**config.mk**
```make
export PLATFORM = sky130hd
export DESIGN_NAME = base64_stream_decoder
export DESIGN_NICKNAME = d
export VERILOG_FILES = /design/src/sv/b64d_pkg.sv /design/src/sv/b64d_core.sv /design/src/sv/b64d_outq.sv /design/src/sv/base64_stream_decoder.sv
export SDC_FILE = /design/constraint.sdc
export NUM_CORES = 1
export LEC_CHECK = 0
export BUFFER_PORTS_ARGS = -buffer_cell sky130_fd_sc_hd__buf_2
export CAP_MARGIN = 0
export CORE_ASPECT_RATIO = 1.1
export CORE_MARGIN = 4
export CORE_UTILIZATION = 33
export DETAILED_ROUTE_END_ITERATION = 6
export HOLD_SLACK_MARGIN = 0.1
export PLACE_DENSITY = 0.6
export SLEW_MARGIN = 40
export SYNTH_ARGS = -nofsm -noshare
export SYNTH_HDL_FRONTEND = slang
export SYNTH_SLANG_ARGS = --single-unit
```
**constraint.sdc**
```tcl
create_clock -name clock -period 10.05 [get_ports clock]
set_input_delay 2.5125 -clock clock [delete_from_list [all_inputs] [get_ports clock]]
set_output_delay 2.5125 -clock clock [all_outputs]
set_load 0.02 [all_outputs]
```
**src/sv/b64d_pkg.sv**
```systemverilog
package b64d_pkg;

   localparam int QUEUE_DEPTH = 8;
   localparam int PTR_W       = $clog2(QUEUE_DEPTH);
   localparam int CNT_W       = $clog2(QUEUE_DEPTH + 1);
   localparam int MAX_PUSH    = 3;

   localparam logic [3:0] PREFIX_SKIP_RESET = 4'd2;

   localparam logic [1:0] FILL_EMPTY = 2'd0;
   localparam logic [1:0] FILL_TWO   = 2'd2;
   localparam logic [1:0] FILL_THREE = 2'd3;

   typedef struct packed {
      logic       ok;
      logic [5:0] val;
   } sextet_type;

   typedef struct packed {
      logic       last;
      logic [7:0] data;
   } entry_type;

   // up to three bytes produced by one input transaction, byte 0 goes out first
   typedef struct packed {
      logic [1:0]      count;
      logic [2:0][7:0] bytes;
   } push_type;

   function automatic sextet_type sextet_of(input logic [7:0] c);
      sextet_type r;
      r.ok  = 1'b1;
      r.val = 6'd0;
      if (c >= 8'h41 && c <= 8'h5a) begin
         r.val = 6'(c - 8'h41);
      end else if (c >= 8'h61 && c <= 8'h7a) begin
         r.val = 6'(c - 8'h61 + 8'd26);
      end else if (c >= 8'h30 && c <= 8'h39) begin
         r.val = 6'(c - 8'h30 + 8'd52);
      end else if (c == 8'h2b) begin
         r.val = 6'd62;
      end else if (c == 8'h2f) begin
         r.val = 6'd63;
      end else begin
         r.ok = 1'b0;
      end
      return r;
   endfunction

   // a partial group of n characters gives n-1 bytes
   function automatic push_type flush_of(input logic [1:0] fill, input logic [17:0] acc);
      push_type p;
      p.count = 2'd0;
      p.bytes = '0;
      if (fill == FILL_TWO) begin
         p.count    = 2'd1;
         p.bytes[0] = acc[11:4];
      end else if (fill == FILL_THREE) begin
         p.count    = 2'd2;
         p.bytes[0] = acc[17:10];
         p.bytes[1] = acc[9:2];
      end
      return p;
   endfunction

endpackage

```
**src/sv/b64d_core.sv**
```systemverilog
module b64d_core import b64d_pkg::*; (
   input  logic       clock,
   input  logic       reset,
   input  logic       csr_wr_en,
   input  logic [3:0] csr_wr_data,
   input  logic       fire,
   input  logic [7:0] text_char,
   input  logic       end_of_text,
   output push_type   push
);

   logic [3:0]  prefix_skip_ff;
   logic [3:0]  skip_left_ff, skip_left_in;
   logic [1:0]  fill_ff, fill_in;
   logic [17:0] acc_ff, acc_in;
   logic        halted_ff, halted_in;
   sextet_type  sx;
   push_type    emit;
   logic [23:0] word;

   assign sx = sextet_of(text_char);

   // full group: 24 bits from accumulator and the new sextet
   assign word = {acc_ff, sx.val};

   always_comb begin
      skip_left_in = skip_left_ff;
      fill_in      = fill_ff;
      acc_in       = acc_ff;
      halted_in    = halted_ff;
      emit         = '0;

      if (skip_left_ff != 4'd0) begin
         skip_left_in = skip_left_ff - 4'd1;
      end else if (!halted_ff) begin
         if (!sx.ok) begin
            halted_in = 1'b1;
            emit      = flush_of(fill_ff, acc_ff);
            fill_in   = FILL_EMPTY;
            acc_in    = '0;
         end else if (fill_ff == FILL_THREE) begin
            emit.count    = 2'd3;
            emit.bytes[0] = word[23:16];
            emit.bytes[1] = word[15:8];
            emit.bytes[2] = word[7:0];
            fill_in       = FILL_EMPTY;
            acc_in        = '0;
         end else begin
            acc_in  = {acc_ff[11:0], sx.val};
            fill_in = fill_ff + 2'd1;
         end
      end

      if (end_of_text) begin
         // only the accumulate path can leave bytes pending here
         if (!halted_in && fill_in != FILL_EMPTY) begin
            emit = flush_of(fill_in, acc_in);
         end
         skip_left_in = prefix_skip_ff;
         fill_in      = FILL_EMPTY;
         acc_in       = '0;
         halted_in    = 1'b0;
      end
   end

   assign push = emit;

   always_ff @(posedge clock) begin
      if (reset) begin
         prefix_skip_ff <= PREFIX_SKIP_RESET;
         skip_left_ff   <= PREFIX_SKIP_RESET;
         fill_ff        <= FILL_EMPTY;
         acc_ff         <= '0;
         halted_ff      <= 1'b0;
      end else begin
         if (csr_wr_en) begin
            prefix_skip_ff <= csr_wr_data;
         end
         if (fire) begin
            skip_left_ff <= skip_left_in;
            fill_ff      <= fill_in;
            acc_ff       <= acc_in;
            halted_ff    <= halted_in;
         end
      end
   end

endmodule

```
**src/sv/b64d_outq.sv**
```systemverilog
module b64d_outq import b64d_pkg::*; (
   input  logic       clock,
   input  logic       reset,
   input  logic       push_en,
   input  push_type   push,
   output logic       has_room,
   output logic       out_valid,
   input  logic       out_ready,
   output entry_type  out_entry
);

   entry_type        mem_ff [QUEUE_DEPTH];
   logic [PTR_W-1:0] wr_ptr_ff, wr_ptr_in;
   logic [PTR_W-1:0] rd_ptr_ff;
   logic [CNT_W-1:0] count_ff, count_in;
   logic [1:0]       n_push;
   logic             pop;

   assign n_push    = push_en ? push.count : 2'd0;
   assign pop       = out_valid && out_ready;
   assign out_valid = count_ff != '0;
   assign out_entry = mem_ff[rd_ptr_ff];
   // room for a full group, judged on the registered fill level
   assign has_room  = count_ff <= CNT_W'(QUEUE_DEPTH - MAX_PUSH);

   assign wr_ptr_in = wr_ptr_ff + PTR_W'(n_push);
   assign count_in  = count_ff + CNT_W'(n_push) - CNT_W'(pop);

   always_ff @(posedge clock) begin
      for (int i = 0; i < MAX_PUSH; i++) begin
         if (2'(i) < n_push) begin
            mem_ff[wr_ptr_ff + PTR_W'(i)].data <= push.bytes[i];
            mem_ff[wr_ptr_ff + PTR_W'(i)].last <= (2'(i + 1) == n_push);
         end
      end
   end

   always_ff @(posedge clock) begin
      if (reset) begin
         wr_ptr_ff <= '0;
         rd_ptr_ff <= '0;
         count_ff  <= '0;
      end else begin
         wr_ptr_ff <= wr_ptr_in;
         count_ff  <= count_in;
         if (pop) begin
            rd_ptr_ff <= rd_ptr_ff + PTR_W'(1);
         end
      end
   end

endmodule

```
**src/sv/base64_stream_decoder.sv**
```systemverilog
// Streaming base64 decoder, one character per transaction.
// Decoded bytes enter the output queue as their character is accepted, in order.
// Throughput: one character per cycle; with rsp_ready high, bytes leave one per cycle
// through an eight-entry queue; req_ready drops while fewer than three entries are free.
// Reset (synchronous, active high): prefix_skip returns to 2, the decoder rearms and
// the output queue empties.
module base64_stream_decoder import b64d_pkg::*; (
   input  logic       clock,
   input  logic       reset,
   input  logic       csr_wr_en,
   input  logic [3:0] csr_wr_data,
   input  logic       req_valid,
   output logic       req_ready,
   input  logic [7:0] req_text_char,
   input  logic       req_end_of_text,
   output logic       rsp_valid,
   input  logic       rsp_ready,
   output logic [7:0] rsp_data_byte,
   output logic       rsp_last_of_run
);

   logic      fire;
   push_type  push;
   entry_type head;

   assign fire = req_valid && req_ready;

   b64d_core u_core (
      .clock       (clock),
      .reset       (reset),
      .csr_wr_en   (csr_wr_en),
      .csr_wr_data (csr_wr_data),
      .fire        (fire),
      .text_char   (req_text_char),
      .end_of_text (req_end_of_text),
      .push        (push)
   );

   b64d_outq u_outq (
      .clock     (clock),
      .reset     (reset),
      .push_en   (fire),
      .push      (push),
      .has_room  (req_ready),
      .out_valid (rsp_valid),
      .out_ready (rsp_ready),
      .out_entry (head)
   );

   assign rsp_data_byte   = head.data;
   assign rsp_last_of_run = head.last;

endmodule
```
==> metrics.txt <==
status finished clean; Final Wtd Congestion 0.8997; CTS buffer count 17; Clock transition at path regs 0.06 ns; Worst-Skew Late Latency 0.42 ns; Initial Util 0.3362; CTS tree yes; Nets 795; CTS Hold Bufs 0; crit path time final 6.121 ns; Crit path arrival time 6.24 ns; proportion of layout cells with a drive suffix above 1 0.1739; commonest non-fill, non-tap cells in the layout mux2i_1 (131), edfxtp_1 (72), nor2_1 (58); Logic pwr share 0.211; slowest stage cell, crit path or3_2; CP cell instances buf_2 -> inv_1 -> ha_1 -> a21oi_1 -> nor3_1 -> or3_2 -> a2111oi_4 -> o21ai_2 -> and2_1 -> or4_1 -> o211ai_1 -> buf_2; total gr overflow 0; cell depth of the worst hold path 2; Slew headroom 0.4194; commonest non-fill, non-tap cell in the layout mux2i_1; pwr dens 159.3 mW/mm²; # rows 58; Avg Cell Area, Syn 10.41 µm²; hold path startpoint u_outq.rd_ptr_ff[1]; critical path capture point type register; switch share 0.3195; class of the worst hold path register to register; Synth Warn # 0; Gate Count Post-Synth 743; vias per inst 5.622; vias in the first global route 5,944; root buffer cell clkbuf_16; first-pass detailed-route iteration total 5; Max VDD drop 101.2 µV; Worst path most repeated cell buf_2; ys async rst share 0; Sw Pwr 0.4444 mW; pin count of the biggest net entering global routing 41; Iter 0 DRT Violations 552; Routed WL 20,670 µm; setup TNS 0 ns; final hold slack 0.4817 ns; Max Slew Vio Count 0; RSZ-0062 raised after global routing no; reg2reg end u_outq.mem_ff[1][6]; fmax 0.1634 GHz; Synth-to-Final Area Change 12.89%; Distinct cells, synth 75; Synth Cell Area 0.007735 mm²; hpwl dp 14,690 µm; post-CTS sizing 0; # H-tree levels 4; Die Ht 168.6 µm; total of max-cap violations 0; core footprint 0.02300 mm²; port bufs 28; Final Setup Violations 0; clock skew 0.01075 ns; startpoint types input port; antenna cells 0; clk sinks 114; DR WL/cell 19.40 µm; Total GRT Usage 0.1622; synthesized flop and latch total 114; CP delay by family, top simple AND/OR/NAND/NOR gates; # DRC 0; worst-path maximum fanout 27; clock buffer depth 2; post-route ant nets 0; Tightest Pin Transition 0.8670 ns; worst reg2reg path startpoint u_core.fill_ff[0]; post-CTS setup repair buffer count 0; Internal 0.9465 mW; critical path class input port to register; Top FF cell, synth edfxtp_1; full die area 0.02596 mm²; R2R cell count 10; Final Cycle Share 0.6090; clock power share 0.408; first-pass GRT wire length 33,520 µm; CP bufs+invs 3; max incr delay on CP 0.76 ns; Crit path required time 10.17 ns; EDFF count, synth 72; chip width 154.0 µm; reg2reg setup slack 5.93 ns; Via Count 5,987; Hold Vio Cnt, Final 0; post-synthesis sequential area ratio 0.3882; fillers 2,295; I/O pins 29; Post-Syn Nets 786; initial antenna violation count 0; sequential share of power 0.380; Leakage 3.319 nW
==> synthesized netlist by cell type (all sizes together), types with 4 or more instances <==
cell type | n | area share
nand3 | 22 | 0.015
mux2 | 9 | 0.013
o21ai | 14 | 0.0095
nor2 | 59 | 0.029
or3 | 4 | 0.0032
nand2b | 9 | 0.0073
o211ai | 17 | 0.016
ha | 23 | 0.037
a2111oi | 5 | 0.011
o22ai | 4 | 0.0032
a31oi | 14 | 0.011
edfxtp | 72 | 0.28
nor3 | 22 | 0.018
clkbuf | 31 | 0.015
mux2i | 131 | 0.17
nor2b | 7 | 0.0057
and3 | 5 | 0.0040
a21oi | 30 | 0.022
nand2 | 47 | 0.023
and2 | 5 | 0.0040
a22oi | 23 | 0.022
a22o | 7 | 0.0079
dfxtp | 42 | 0.11
mux4 | 18 | 0.052
nor4 | 9 | 0.0092
xnor2 | 5 | 0.0057
inv | 31 | 0.015
buf | 25 | 0.018
==> sequential cells by signal, indices dropped and copies added (netlist names), named ones only <==
register / cells
u_core.prefix_skip_ff: 4
u_outq.count_ff: 4
u_core.skip_left_ff: 4
u_core.acc_ff: 18
u_core.halted_ff: 1
u_outq.wr_ptr_ff: 3
u_core.fill_ff: 2
u_outq.rd_ptr_ff: 3
u_outq.mem_ff: 72
==> power by group through the flow <==
stage	clock network [mW]	logic, mW	registers, mW
3_3_place_gp	0	0.293	0.538
2_1_floorplan	0	0.231	0.528
3_5_place_dp	0	0.297	0.539
6_report	0.568	0.294	0.529
4_1_cts	0.577	0.298	0.529
5_1_grt	0.600	0.331	0.531
==> worst max path at each step <==
stage / depth (start not counted) / startpoint / end
2_1_floorplan: 12 / req_text_char[2] / u_outq.mem_ff[2][0]
6_report: 12 / req_text_char[2] / u_outq.mem_ff[1][6]
4_1_cts: 12 / req_text_char[2] / u_outq.mem_ff[1][6]
3_5_place_dp: 12 / req_text_char[2] / u_outq.mem_ff[1][5]
3_3_place_gp: 11 / req_text_char[2] / u_outq.mem_ff[5][6]
5_1_grt: 14 / req_text_char[2] / u_outq.count_ff[2]
==> through the flow <==
step                  util  area, µm²  worst slack (ns)  std cells  power [mW]
finish              0.3796       8732             3.929       1065       1.391
global route        0.3796       8732             3.684       1065       1.461
CTS                 0.3790       8718             3.969       1063       1.404
detailed placement  0.3551       8168             3.534       1031      0.8356
global placement    0.3519       8095             3.183       1027      0.8311
floorplan                -       7735             4.376        743      0.7584
==> area by class of cell <==
cell class,instances,area [µm²],share of cell area
multi-input combinational,541,4414,0.5055
sequential,114,3004,0.3440
clock buffer,17,425.4,0.04872
tap,300,375.4,0.04299
timing repair buffer,46,267.8,0.03066
clock inverter,15,125.1,0.01433
inverter,32,120.1,0.01376
==> tightest hold or removal path, delay by kind of cell, from the launching register on <==
| family | cells | cell delay [ns] |
|---|---|---|
| simple gates | 1 | 0.05 |
| flops | 1 | 0.31 |
| compound gates | 1 | 0.07 |
==> kinds of logic (layout without fill, tap and decap cells) <==
kind of cell               count (synthesis)  count (layout)  share of synthesized area
and+or+nand+nor                          203             203                     0.1347
muxes                                    158             158                     0.2350
AOI/OAI and AO/OA                        147             147                     0.1419
DFF                                      114             114                     0.3882
buffers and inverters                     88             110                    0.04869
adders and majority gates                 25              25                    0.04238
xor gates and xnor gates                   8               8                   0.009059
==> metal layers <==
layer  track usage  routed length [µm]  vias up
met5             0                   0        -
met4       0.04301                 206        0
met3       0.03426                 946       17
li1              -                   -     2839
met2        0.2646               10090      189
met1        0.2197                9427     2942
No activity file was read; power rests on OpenSTA's default activity.
